**config.mk**
```make
export PLATFORM = sky130hd
export DESIGN_NAME = control_mode_takeover_coordinator
export DESIGN_NICKNAME = d
export VERILOG_FILES = /design/src/ctmt_pkg.sv /design/src/ctmt_cfg_regs.sv /design/src/ctmt_step.sv /design/src/control_mode_takeover_coordinator.sv
export SDC_FILE = /design/constraint.sdc
export NUM_CORES = 1
export LEC_CHECK = 0
export BUFFER_PORTS_ARGS = -buffer_cell sky130_fd_sc_hd__clkbuf_2
export CAP_MARGIN = 0
export CORE_UTILIZATION = 25
export DETAILED_ROUTE_END_ITERATION = 16
export HOLD_SLACK_MARGIN = 0.03
export PLACE_DENSITY = 0.44
export SLEW_MARGIN = 20
export SYNTH_ARGS = -nofsm -noshare
export SYNTH_HDL_FRONTEND = slang
export SYNTH_SLANG_ARGS = --single-unit
```
**constraint.sdc**
```tcl
create_clock -name clk -period 12.05 [get_ports clk]
set_input_delay 1.205 -clock clk [delete_from_list [all_inputs] [get_ports clk]]
set_output_delay 1.205 -clock clk [all_outputs]
set_load 0.01 [all_outputs]
```
**src/ctmt_pkg.sv**
```systemverilog
// shared types, constants and helpers for the control mode takeover coordinator
`timescale 1ns / 1ps

package ctmt_pkg;

	localparam int STICK_BITS = 10;
	localparam int COUNT_BITS = 8;
	localparam int TIME_BITS  = 32;
	localparam int RMS_BITS   = 16;
	localparam int MODE_BITS  = 3;
	localparam int SRC_BITS   = 4;
	localparam int CAP_BITS   = 8;
	localparam int CMD_BITS   = 2;
	localparam int EV_BITS    = 3;
	localparam int IDX_BITS   = 2;
	localparam int CFG_BITS   = 16;

	// modes
	localparam logic [MODE_BITS-1:0] M_DISABLED = 3'd0;
	localparam logic [MODE_BITS-1:0] M_MANUAL   = 3'd1;
	localparam logic [MODE_BITS-1:0] M_AUTO     = 3'd2;
	localparam logic [MODE_BITS-1:0] M_LINE     = 3'd3;
	localparam logic [MODE_BITS-1:0] M_MAINT    = 3'd4;

	// item kinds
	localparam logic [CMD_BITS-1:0] CMD_SAMPLE  = 2'd0;
	localparam logic [CMD_BITS-1:0] CMD_REQUEST = 2'd1;
	localparam logic [CMD_BITS-1:0] CMD_CAP     = 2'd2;

	// events
	localparam logic [EV_BITS-1:0] EV_NONE       = 3'd0;
	localparam logic [EV_BITS-1:0] EV_MANUAL     = 3'd1;
	localparam logic [EV_BITS-1:0] EV_RESTORE_AU = 3'd2;
	localparam logic [EV_BITS-1:0] EV_RESTORE_LN = 3'd3;
	localparam logic [EV_BITS-1:0] EV_DISCONNECT = 3'd4;

	// configuration register indexes
	localparam logic [IDX_BITS-1:0] REG_ENTER   = 2'd0;
	localparam logic [IDX_BITS-1:0] REG_EXIT    = 2'd1;
	localparam logic [IDX_BITS-1:0] REG_CONFIRM = 2'd2;
	localparam logic [IDX_BITS-1:0] REG_RESTORE = 2'd3;

	localparam logic [STICK_BITS-1:0] ENTER_RST   = STICK_BITS'(600);
	localparam logic [STICK_BITS-1:0] EXIT_RST    = STICK_BITS'(200);
	localparam logic [COUNT_BITS-1:0] CONFIRM_RST = COUNT_BITS'(3);
	localparam logic [RMS_BITS-1:0]   RESTORE_RST = RMS_BITS'(2000);

	typedef struct packed {
		logic [STICK_BITS-1:0] enter_thr;
		logic [STICK_BITS-1:0] exit_thr;
		logic [COUNT_BITS-1:0] confirm;
		logic [RMS_BITS-1:0]   restore_ms;
	} cfg_t;

	typedef struct packed {
		logic [CMD_BITS-1:0]   cmd;
		logic                  link_online;
		logic                  sample_ok;
		logic [STICK_BITS-1:0] stick_level;
		logic                  dpad_pressed;
		logic                  macro_held;
		logic                  macro_pressed_edge;
		logic [TIME_BITS-1:0]  time_ms;
		logic [MODE_BITS-1:0]  requested_mode;
		logic [CAP_BITS-1:0]   new_capability;
		logic                  policy_ok;
	} item_t;

	typedef struct packed {
		logic [MODE_BITS-1:0]  mode;
		logic [MODE_BITS-1:0]  recovery;
		logic [TIME_BITS-1:0]  generation;
		logic                  takeover;
		logic [TIME_BITS-1:0]  neutral_start;
		logic                  neutral_timing;
		logic                  stick_latch;
		logic [COUNT_BITS-1:0] confirm_count;
		logic [SRC_BITS-1:0]   capability;
	} state_t;

	typedef struct packed {
		logic [EV_BITS-1:0]   event_res;
		logic                 accepted;
		logic [MODE_BITS-1:0] current_mode;
		logic [MODE_BITS-1:0] saved_recovery_mode;
		logic                 takeover_flag;
		logic [TIME_BITS-1:0] generation_count;
		logic                 policy_issued;
		logic [SRC_BITS-1:0]  policy_enable_mask;
		logic [SRC_BITS-1:0]  policy_qualify_mask;
		logic [TIME_BITS-1:0] policy_generation;
	} result_t;

	// source bit that owns a mode
	function automatic logic [SRC_BITS-1:0] source_of(input logic [MODE_BITS-1:0] mode);
		logic [SRC_BITS-1:0] src;
		case (mode)
			M_MANUAL: src = 4'b0001;
			M_AUTO:   src = 4'b0010;
			M_LINE:   src = 4'b0100;
			M_MAINT:  src = 4'b1000;
			default:  src = 4'b0000;
		endcase
		return src;
	endfunction

endpackage

```
**src/ctmt_cfg_regs.sv**
```systemverilog
// configuration register bank with its write channel
`timescale 1ns / 1ps

module ctmt_cfg_regs (
	input  logic                          clk,
	input  logic                          arst_n,
	input  logic                          cfg_valid,
	output logic                          cfg_ready,
	input  logic [ctmt_pkg::IDX_BITS-1:0] cfg_index,
	input  logic [ctmt_pkg::CFG_BITS-1:0] cfg_data,
	output ctmt_pkg::cfg_t                cfg
);

	ctmt_pkg::cfg_t cfg_q;

	assign cfg_ready = 1'b1;
	assign cfg       = cfg_q;

	always_ff @(posedge clk or negedge arst_n) begin
		if (!arst_n) begin
			cfg_q.enter_thr  <= ctmt_pkg::ENTER_RST;
			cfg_q.exit_thr   <= ctmt_pkg::EXIT_RST;
			cfg_q.confirm    <= ctmt_pkg::CONFIRM_RST;
			cfg_q.restore_ms <= ctmt_pkg::RESTORE_RST;
		end else if (cfg_valid) begin
			case (cfg_index)
				ctmt_pkg::REG_ENTER:   cfg_q.enter_thr  <= cfg_data[ctmt_pkg::STICK_BITS-1:0];
				ctmt_pkg::REG_EXIT:    cfg_q.exit_thr   <= cfg_data[ctmt_pkg::STICK_BITS-1:0];
				ctmt_pkg::REG_CONFIRM: cfg_q.confirm    <= cfg_data[ctmt_pkg::COUNT_BITS-1:0];
				ctmt_pkg::REG_RESTORE: cfg_q.restore_ms <= cfg_data[ctmt_pkg::RMS_BITS-1:0];
				default: ;
			endcase
		end
	end

endmodule

```
**src/ctmt_step.sv**
```systemverilog
// per-item decision logic: next state and result from the registered item
`timescale 1ns / 1ps

module ctmt_step (
	input  ctmt_pkg::cfg_t    cfg,
	input  ctmt_pkg::state_t  st,
	input  ctmt_pkg::item_t   item,
	output ctmt_pkg::state_t  nx,
	output ctmt_pkg::result_t res
);

	always_comb begin
		logic [ctmt_pkg::EV_BITS-1:0]    ev;
		logic                            acc;
		logic                            pol_issued;
		logic [ctmt_pkg::SRC_BITS-1:0]   pol_en;
		logic [ctmt_pkg::SRC_BITS-1:0]   pol_qual;
		logic [ctmt_pkg::TIME_BITS-1:0]  pol_gen;
		logic                            go;
		logic [ctmt_pkg::MODE_BITS-1:0]  go_mode;
		logic                            go_qual;
		logic                            go_take;
		logic [ctmt_pkg::SRC_BITS-1:0]   eff;
		logic [ctmt_pkg::TIME_BITS-1:0]  gen_inc;
		logic [ctmt_pkg::MODE_BITS-1:0]  rec;
		logic                            neutral;
		logic                            lat;
		logic [ctmt_pkg::COUNT_BITS-1:0] cnt;
		logic [ctmt_pkg::TIME_BITS-1:0]  elapsed;
		logic                            ok;

		nx         = st;
		ev         = ctmt_pkg::EV_NONE;
		acc        = 1'b0;
		pol_issued = 1'b0;
		pol_en     = '0;
		pol_qual   = '0;
		pol_gen    = '0;
		go         = 1'b0;
		go_mode    = ctmt_pkg::M_DISABLED;
		go_qual    = 1'b0;
		go_take    = 1'b0;
		ok         = item.policy_ok;
		gen_inc    = st.generation + ctmt_pkg::TIME_BITS'(1);
		rec        = (st.recovery == ctmt_pkg::M_AUTO || st.recovery == ctmt_pkg::M_LINE)
			? st.recovery : ctmt_pkg::M_DISABLED;
		neutral    = item.sample_ok && (item.stick_level <= cfg.exit_thr) &&
			!item.dpad_pressed && !item.macro_held && !item.macro_pressed_edge;
		elapsed    = item.time_ms - st.neutral_start;
		lat        = st.stick_latch;
		cnt        = st.confirm_count;

		case (item.cmd)
			ctmt_pkg::CMD_SAMPLE: begin
				if (st.mode == ctmt_pkg::M_MANUAL) begin
					if (!item.link_online) begin
						nx.recovery       = ctmt_pkg::M_DISABLED;
						go                = 1'b1;
						go_mode           = ctmt_pkg::M_DISABLED;
						nx.stick_latch    = 1'b0;
						nx.confirm_count  = '0;
						ev                = ctmt_pkg::EV_DISCONNECT;
					end else if (!neutral) begin
						nx.neutral_start  = '0;
						nx.neutral_timing = 1'b0;
					end else if (!st.neutral_timing) begin
						nx.neutral_start  = item.time_ms;
						nx.neutral_timing = 1'b1;
					end else if (elapsed >= ctmt_pkg::TIME_BITS'(cfg.restore_ms)) begin
						// restore the saved mode
						go      = 1'b1;
						go_mode = rec;
						if (ok) begin
							nx.stick_latch   = 1'b0;
							nx.confirm_count = '0;
							ev = (rec == ctmt_pkg::M_LINE) ? ctmt_pkg::EV_RESTORE_LN
								: ctmt_pkg::EV_RESTORE_AU;
						end
					end
				end else if (!item.sample_ok || !item.link_online ||
						(st.mode != ctmt_pkg::M_AUTO && st.mode != ctmt_pkg::M_LINE)) begin
					nx.confirm_count = '0;
				end else begin
					// hysteresis latch on the stick level
					if (item.stick_level >= cfg.enter_thr)
						lat = 1'b1;
					else if (item.stick_level <= cfg.exit_thr)
						lat = 1'b0;
					nx.stick_latch = lat;
					if (item.dpad_pressed || item.macro_pressed_edge) begin
						go = 1'b1;
					end else if (!lat) begin
						nx.confirm_count = '0;
					end else begin
						if (cnt < cfg.confirm)
							cnt = cnt + ctmt_pkg::COUNT_BITS'(1);
						nx.confirm_count = cnt;
						go = (cnt >= cfg.confirm);
					end
					if (go) begin
						nx.recovery = st.mode;
						go_mode     = ctmt_pkg::M_MANUAL;
						go_qual     = 1'b1;
						go_take     = 1'b1;
						if (ok) begin
							nx.stick_latch   = 1'b1;
							nx.confirm_count = '0;
							ev = ctmt_pkg::EV_MANUAL;
						end
					end
				end
			end
			ctmt_pkg::CMD_REQUEST: begin
				if (item.requested_mode > ctmt_pkg::M_MAINT ||
						item.requested_mode == ctmt_pkg::M_MANUAL ||
						st.mode == ctmt_pkg::M_MANUAL) begin
					acc = 1'b0;
				end else if (st.mode == item.requested_mode) begin
					acc = 1'b1;
				end else begin
					nx.recovery = item.requested_mode;
					go          = 1'b1;
					go_mode     = item.requested_mode;
					acc         = ok;
				end
			end
			ctmt_pkg::CMD_CAP: begin
				if (item.new_capability[ctmt_pkg::CAP_BITS-1:ctmt_pkg::SRC_BITS] != '0) begin
					acc = 1'b0;
				end else if (st.capability == item.new_capability[ctmt_pkg::SRC_BITS-1:0]) begin
					acc = 1'b1;
				end else begin
					// mask change is tagged with the current generation
					pol_issued = 1'b1;
					pol_en     = ctmt_pkg::source_of(st.mode) &
						item.new_capability[ctmt_pkg::SRC_BITS-1:0];
					pol_gen    = st.generation;
					acc        = ok;
					if (ok)
						nx.capability = item.new_capability[ctmt_pkg::SRC_BITS-1:0];
				end
			end
			default: ;
		endcase

		// common transition path: issue policy, commit on acceptance
		eff = ctmt_pkg::source_of(go_mode) & st.capability;
		if (go) begin
			nx.neutral_timing = 1'b0;
			pol_issued        = 1'b1;
			pol_en            = eff;
			pol_qual          = {{(ctmt_pkg::SRC_BITS-1){1'b0}}, go_qual} & eff;
			pol_gen           = gen_inc;
			if (ok) begin
				nx.mode          = go_mode;
				nx.generation    = gen_inc;
				nx.takeover      = go_take;
				nx.neutral_start = '0;
			end
		end

		res.event_res           = ev;
		res.accepted            = acc;
		res.current_mode        = nx.mode;
		res.saved_recovery_mode = nx.recovery;
		res.takeover_flag       = nx.takeover;
		res.generation_count    = nx.generation;
		res.policy_issued       = pol_issued;
		res.policy_enable_mask  = pol_en;
		res.policy_qualify_mask = pol_qual;
		res.policy_generation   = pol_gen;
	end

endmodule

```
**src/control_mode_takeover_coordinator.sv**
```systemverilog
// top level: input register, mode state, decision logic and result register
//
//  channel   handshake                fields
//  input     in_valid / in_ready      cmd .. policy_ok
//  result    out_valid / out_ready    event_res .. policy_generation
//  config    cfg_valid / cfg_ready    cfg_index, cfg_data
//
// one request per cycle while the result side is not stalled; a result passes through the
// input register and then the result register, set by the single decision stage
// reset returns every mode register and configuration register to its default
// a stalled result holds in the result register while the input register keeps
// one more request; both stall only when out_ready stays low
`timescale 1ns / 1ps

module control_mode_takeover_coordinator (
	input  logic                            clk,
	input  logic                            arst_n,

	input  logic                            in_valid,
	output logic                            in_ready,
	input  logic [ctmt_pkg::CMD_BITS-1:0]   cmd,
	input  logic                            link_online,
	input  logic                            sample_ok,
	input  logic [ctmt_pkg::STICK_BITS-1:0] stick_level,
	input  logic                            dpad_pressed,
	input  logic                            macro_held,
	input  logic                            macro_pressed_edge,
	input  logic [ctmt_pkg::TIME_BITS-1:0]  time_ms,
	input  logic [ctmt_pkg::MODE_BITS-1:0]  requested_mode,
	input  logic [ctmt_pkg::CAP_BITS-1:0]   new_capability,
	input  logic                            policy_ok,

	output logic                            out_valid,
	input  logic                            out_ready,
	output logic [ctmt_pkg::EV_BITS-1:0]    event_res,
	output logic                            accepted,
	output logic [ctmt_pkg::MODE_BITS-1:0]  current_mode,
	output logic [ctmt_pkg::MODE_BITS-1:0]  saved_recovery_mode,
	output logic                            takeover_flag,
	output logic [ctmt_pkg::TIME_BITS-1:0]  generation_count,
	output logic                            policy_issued,
	output logic [ctmt_pkg::SRC_BITS-1:0]   policy_enable_mask,
	output logic [ctmt_pkg::SRC_BITS-1:0]   policy_qualify_mask,
	output logic [ctmt_pkg::TIME_BITS-1:0]  policy_generation,

	input  logic                            cfg_valid,
	output logic                            cfg_ready,
	input  logic [ctmt_pkg::IDX_BITS-1:0]   cfg_index,
	input  logic [ctmt_pkg::CFG_BITS-1:0]   cfg_data
);

	ctmt_pkg::cfg_t    cfg;
	ctmt_pkg::item_t   item_s1;
	logic              valid_s1;
	ctmt_pkg::state_t  st_q;
	ctmt_pkg::state_t  st_next;
	ctmt_pkg::result_t res_next;
	ctmt_pkg::result_t res_q;
	logic              out_valid_q;
	logic              adv;

	ctmt_cfg_regs u_cfg (
		.clk       (clk),
		.arst_n    (arst_n),
		.cfg_valid (cfg_valid),
		.cfg_ready (cfg_ready),
		.cfg_index (cfg_index),
		.cfg_data  (cfg_data),
		.cfg       (cfg)
	);

	ctmt_step u_step (
		.cfg  (cfg),
		.st   (st_q),
		.item (item_s1),
		.nx   (st_next),
		.res  (res_next)
	);

	// stage 1 moves on when the result register is free or being emptied
	assign adv      = valid_s1 && (!out_valid_q || out_ready);
	assign in_ready = !valid_s1 || adv;

	always_ff @(posedge clk or negedge arst_n) begin
		if (!arst_n) begin
			valid_s1 <= 1'b0;
		end else if (in_ready) begin
			valid_s1 <= in_valid;
		end
	end

	always_ff @(posedge clk) begin
		if (in_valid && in_ready) begin
			item_s1.cmd                <= cmd;
			item_s1.link_online        <= link_online;
			item_s1.sample_ok          <= sample_ok;
			item_s1.stick_level        <= stick_level;
			item_s1.dpad_pressed       <= dpad_pressed;
			item_s1.macro_held         <= macro_held;
			item_s1.macro_pressed_edge <= macro_pressed_edge;
			item_s1.time_ms            <= time_ms;
			item_s1.requested_mode     <= requested_mode;
			item_s1.new_capability     <= new_capability;
			item_s1.policy_ok          <= policy_ok;
		end
	end

	always_ff @(posedge clk or negedge arst_n) begin
		if (!arst_n) begin
			st_q.mode           <= ctmt_pkg::M_AUTO;
			st_q.recovery       <= ctmt_pkg::M_AUTO;
			st_q.generation     <= ctmt_pkg::TIME_BITS'(1);
			st_q.takeover       <= 1'b0;
			st_q.neutral_start  <= '0;
			st_q.neutral_timing <= 1'b0;
			st_q.stick_latch    <= 1'b0;
			st_q.confirm_count  <= '0;
			st_q.capability     <= '0;
		end else if (adv) begin
			st_q <= st_next;
		end
	end

	always_ff @(posedge clk or negedge arst_n) begin
		if (!arst_n) begin
			out_valid_q <= 1'b0;
		end else if (adv) begin
			out_valid_q <= 1'b1;
		end else if (out_ready) begin
			out_valid_q <= 1'b0;
		end
	end

	always_ff @(posedge clk) begin
		if (adv) begin
			res_q <= res_next;
		end
	end

	assign out_valid           = out_valid_q;
	assign event_res           = res_q.event_res;
	assign accepted            = res_q.accepted;
	assign current_mode        = res_q.current_mode;
	assign saved_recovery_mode = res_q.saved_recovery_mode;
	assign takeover_flag       = res_q.takeover_flag;
	assign generation_count    = res_q.generation_count;
	assign policy_issued       = res_q.policy_issued;
	assign policy_enable_mask  = res_q.policy_enable_mask;
	assign policy_qualify_mask = res_q.policy_qualify_mask;
	assign policy_generation   = res_q.policy_generation;

endmodule
```
Word level (Yosys, flattened, before mapping)
Index checks and enable logic that the tools add are counted.
- bits in registers: 276
- latch bits: 0
- RAM bits: 0
- memory bits (read-only): 0
- input port bits: 84
- output and inout bits: 87
- logic and storage cells: 215
- memories kept: 0
- add/sub/neg operators: 3
- $mul: 0
- div/mod/pow operators: 0
- order comparisons: 6
- equal/unequal tests: 26
- shift operators: 0
- muxes and demuxes: 102
- bitwise gates (word level): 5
- reduce and logical (&&, ||, !) cells: 37
- operators by type and width (cell ; count):
    33-bit two-way mux ; 4
    32-bit two-way mux ; 4
    8-bit two-way mux ; 10
    3-bit two-way mux ; 24
    9-bit two-way mux ; 8
    66-bit two-way mux ; 1
    65-bit two-way mux ; 1
    42-bit two-way mux ; 1
    1-bit two-way mux ; 36
    32-bit by 1-bit adder with 32-bit output (second input constant) ; 1
    32-bit by 16-bit greater-or-equal comparator with 1-bit output ; 1
    4-bit one-hot mux with 4 select lines ; 2
    32-bit subtractor ; 1
    4-bit two-way mux ; 7
    3-bit by 2-bit == test with 1-bit output (second input constant) ; 7
    3-bit one-hot mux with 2 select lines ; 2
    10-bit greater-or-equal comparator ; 1
    10-bit <= comparator ; 1
    3-bit by 1-bit == test with 1-bit output (second input constant) ; 3
    3-bit by 2-bit inequality test with 1-bit output (second input constant) ; 3
    3-bit inequality test (second input constant) ; 3
    8-bit by 1-bit adder with 8-bit output (second input constant) ; 1
    4-bit bitwise AND ; 2
    8-bit greater-or-equal comparator ; 1
    other kinds (22) ; 54

Longest topological paths before layout
- word-level depth: 25
- mapped depth: 23
- depth with buffers taken out: 22

Modules after synthesis
A second synthesis with hierarchy kept.
- cells, all modules: 1450
- area total of the unflattened synthesis: 16226.8 µm²
- by module, submodules not included (module ; instances ; cells an instance ; area an instance (µm²)):
    control_mode_takeover_coordinator ; 1 ; 333 ; 7764.9
    ctmt_step ; 1 ; 1020 ; 6722.7
    ctmt_cfg_regs ; 1 ; 97 ; 1739.2

Worst setup path after synthesis
No wires, ideal clock.
- path type: input -> register
- start: in out_ready
- end: reg st_q[64] (netlist bit)
- library setup time: 0.130 ns
- arrival time: 5.388 ns
- data required time: 11.920 ns
- setup slack: 6.533 ns
- stages on the path: 9
- path through: nand2b_1 nand2_1 inv_1 clkbuf_1 nand2_1 a211oi_2 buf_2 nand2_1 xnor2_1
- longest elaborated chain between the ends: 2
- ends and longest elaborated chain (item ; line ; RTL):
    from (decl) ; control_mode_takeover_coordinator.sv:34 ; input logic out_ready,
    1-bit logical OR ; control_mode_takeover_coordinator.sv:81 ; assign adv = valid_s1 && (!out_valid_q || out_ready);
    1-bit logical AND ; control_mode_takeover_coordinator.sv:81 ;
    named net adv ; control_mode_takeover_coordinator.sv:60 ; logic adv;
    to (signal assigned) ; control_mode_takeover_coordinator.sv:120 ; st_q <= st_next;
    to (decl) ; control_mode_takeover_coordinator.sv:55 ; ctmt_pkg::state_t st_q;
The timed path passes the listed nets, and every way through them passes these cells.
A chain may end at the register's enable or synchronous reset.

Worst setup path in the final report
- start: reg item_s1[12] (netlist bit)
- end: reg st_q[39] (netlist bit)
- longest elaborated chain between the ends: 9
- ends and longest elaborated chain (item ; line ; RTL):
    from (decl) ; control_mode_takeover_coordinator.sv:53 ; ctmt_pkg::item_t item_s1;
    32-bit subtractor ; ctmt_step.sv:49 ; elapsed = item.time_ms - st.neutral_start;
    32-bit by 16-bit greater-or-equal comparator with 1-bit output ; ctmt_step.sv:69 ; end else if (elapsed >= ctmt_pkg::TIME_BITS'(cfg.restore_ms)) begin
    1-bit two-way mux ; ctmt_step.sv:69 ;
    1-bit two-way mux ; ctmt_step.sv:66 ; end else if (!st.neutral_timing) begin
    1-bit two-way mux ; ctmt_step.sv:63 ; end else if (!neutral) begin
    1-bit two-way mux ; ctmt_step.sv:56 ; if (!item.link_online) begin
    1-bit two-way mux ; ctmt_step.sv:55 ; if (st.mode == ctmt_pkg::M_MANUAL) begin
    1-bit one-hot mux with 2 select lines ; ctmt_step.sv:53 ; case (item.cmd)
    66-bit two-way mux ; ctmt_step.sv:148 ; if (go) begin
No other way between the ends.

==> impl_metrics.toml <==
[final_layout]
area.growth.synth_to_final_pct = 19.56
layout_commonest_cell = "sky130_fd_sc_hd__clkbuf_2"
fraction_of_final_layout_cells_sized_beyond_drive_strength_1_pct = 21.74
mostFrequentLayoutCells = "sky130_fd_sc_hd__clkbuf_2 (165), sky130_fd_sc_hd__nand2_1 (150), sky130_fd_sc_hd__edfxtp_1 (142)"
utilization_pct = 30.24
antenna_cells_inserted = 0
fillerInstances = 6108
num-nets-final = 1707

[sta]
layout_worst_path_cycle_share_pct = 51.50
finalHoldViolations = 0
final_period_minus_worst_setup_slack_ns = 6.205
setup_tns_ns = 0
finalSetupViolations = 0
worst_slew_pin_slew_ns = 0.9805
max_clock_skew_ns = 0.02273
post-route-worst-setup-slack_ns = 5.845
total_count_of_max_transition_violations_in_the_final_report = 0
worst_slew_margin_rel_pct = 32.95
achievable-frequency_ghz = 0.1611
grt_setup_unrepaired = "no"
final.hold.worst_slack_ns = 0.4955

[worst_setup_path]
cp_max_fo = 31
crit_slowest_cell = "sky130_fd_sc_hd__o21ai_4"
crit_path_end_kind = "flip-flop"
setup.worst_path.start_class = "flip-flop"
slowest_delay_ns = 0.69
cp_data_required_time_ns = 12.53
cp_cell_sequence = "inv_1, ha_1, fa_1, and2b_4, o2111ai_4, a211oi_1, o21ai_2, xnor2_1, ha_1, a21oi_1, o22ai_1, a2111oi_0, o21a_1, o21ai_1, or4_4, nor4_4, buf_4, a21oi_4, buf_16, o21ai_4, a22o_1"
timing.setup.critical_path_class = "flip-flop to flip-flop"
crit_buf_inv = 3
critical_path_arrival_ns = 6.69
rr_worst_depth = 21
worstSetupPathDepth = 21
cpLargestDelayFamily = "compound AO/OA/AOI/OAI gates"
cp_common_cell = "sky130_fd_sc_hd__ha_1"

[yosys]
post_synth_fa_ha_maj_area_fraction_pct = 7.440
synth-seq-cells = 273
yosys.area_share.simple_pct = 12.75
synth_enable_flop_cells = 142
yosys.cell_types.count = 87
asyncSetResetFlopFracSynth_pct = 47.99
synthDominantCellAreaShare_pct = 28.62
xor_xnor_cell_area_share_of_the_yosys_netlist_pct = 5.526
cell_count_after_synthesis = 1385
synth.mux.area_fraction_pct = 3.863
synth-warning-count = 0
ys.flop_type = "sky130_fd_sc_hd__edfxtp_1"
post-synth-top-area-cell = "sky130_fd_sc_hd__edfxtp_1"
post_synth.cell_area_avg_um2 = 10.76
synth.cell_area_um2 = 14900
fraction_of_the_mapped_netlist_area_in_compound_gates_pct = 14.86
ys_seq_area_share_pct = 50.77
netlist_top_cells_area = "sky130_fd_sc_hd__edfxtp_1 (29%), sky130_fd_sc_hd__dfrtp_1 (19%), sky130_fd_sc_hd__ha_1 (7.3%)"
synth_top_family_by_area = "compound AO/OA/AOI/OAI gates"

[power]
power.density_nw_per_um2 = 154.6
static-leakage-power_uw = 0.007406
peakVddDrop_v = 0.00009423
overall_power_after_layout_uw = 2754

[clock_tree]
ctsRootBufferMaster = "sky130_fd_sc_hd__clkbuf_16"
worst_skew_pair.late_latency_ns = 0.56
tritoncts = "built"
clk_path_buf_depth = 3
cts-hold-fix-buffers = 0
post_cts_buffers = 0
cts-resized-gates = 0
cts-buffers-inserted = 37
cts_num_sinks = 273
h-tree-depth = 2
cts.reportedPaths.clkPinSlew_ns = 0.06

[floorplan]
fp.dieH_um = 246.1
floorplan.initialDensity_pct = 25.29
die_width_um = 246.1
fp.coreArea_um2 = 58910
cell_rows = 89
io_pins = 171
die_area_um2 = 60580

[grt]
grt_first_pass_wirelength_um = 62960
global_route.usage.total_pct = 13.36
grt.overflow.total = 0
pin_count_of_the_biggest_net_entering_global_routing = 73
antenna_found_initial = 0
first_global_vias = 10960

[routing]
drt-vias-per-instance = 4.608
wire_per_inst_um = 17.31
drt_first_iter_violations = 630
routed-via-count = 10770
route.final.wire_length_um = 40460
firstDrtPassIters = 5
ant_nets = 0
drc = 0

[placement]
place.gp.congestion = 0.8579
post_detail_place_hpwl_um = 29130
buffer_ports.inserted = 166
detailedPlace.worstSlack_ns = 5.091

[status]
run_status = "complete, no violations"

[run]
cap_viol_max_count = 0

[worst_hold_path]
min_path_cells = 1
worstHoldPathType = "flip-flop to flip-flop"
-- per-layer routing --
| metal | global-route usage [%] | wire length [µm] | share of wire [%] |
|---|---|---|---|
| met5 | 0 | 0 | 0 |
| met4 | 4.476 | 959 | 2.4 |
| met3 | 2.353 | 1808 | 4.5 |
| met2 | 21.71 | 18590 | 46 |
| met1 | 17.81 | 19100 | 47 |
-- where the power goes --
group	internal (µW)	total (µW)	switching, µW
Sequential	1090	1160	63.9
Combinational	176	457	281
Clock	696	1140	445
-- cells in the mapped netlist (all sizes together) (27+ instances only) --
| cell type | instances |
|---|---|
| nand2 | 150 |
| edfxtp | 142 |
| dfrtp | 113 |
| inv | 100 |
| o21ai | 96 |
| ha | 87 |
| a21oi | 75 |
| xnor2 | 68 |
| nor2 | 50 |
| mux2 | 44 |
| a22o | 39 |
| clkbuf | 39 |
| nand3 | 37 |
| buf | 30 |
| a211oi | 28 |
| and3 | 27 |
-- per-stage QoR --
stage / std cells / instance area, µm²
global placement: 2268 / 16510
detailed placement: 2268 / 16510
global route: 2337 / 17810
floorplan: 1387 / 14910
finish: 2337 / 17810
CTS: 2336 / 17770
-- sequential cells by signal, indices dropped and copies added, names as in the netlist --
| register | cells |
|---|---|
| u_cfg.cfg | 44 |
| generation_count | 32 |
| st_q | 85 |
| item_s1 | 61 |
| saved_recovery_mode | 3 |
| event_res | 3 |
| out_valid | 1 |
| accepted | 1 |
| policy_qualify_mask | 1 |
| valid_s1 | 1 |
| policy_generation | 32 |
| policy_issued | 1 |
| takeover_flag | 1 |
| current_mode | 3 |
| policy_enable_mask | 4 |
-- path summary, 6_finish.rpt --
path / start / end / slack (ns)
setup / recovery: item_s1[12] / st_q[39] / 5.84
hold / removal: valid_s1 / out_valid / 0.50
setup reg to reg: item_s1[12] / st_q[39] / 5.84
hold reg to reg: valid_s1 / out_valid / 0.50
max in group asynchronous: arst_n / st_q[28] / 9.94
min in group asynchronous: arst_n / st_q[54] / 0.68
-- cell type report --
type	instances	area, µm²	share of cell area [%]
Tap cell	773	967.2	5.430
Clock inverter	24	241.5	1.356
Multi-Input combinational cell	945	6690	37.56
Sequential cell	273	7565	42.47
Inverter	100	377.9	2.121
Timing Repair Buffer	178	947.2	5.317
Clock buffer	44	1025	5.753
-- logic make-up (layout without fill, tap and decap cells) --
group           Yosys count  in the layout
other cells               2              4
fa+ha+maj                88             88
mux                      52             52
buf+inv                 169            346
simple gates            380            380
xor+xnor                 94             94
compound gates          327            327
flops                   273            273
(Power assumes the default switching activity.)
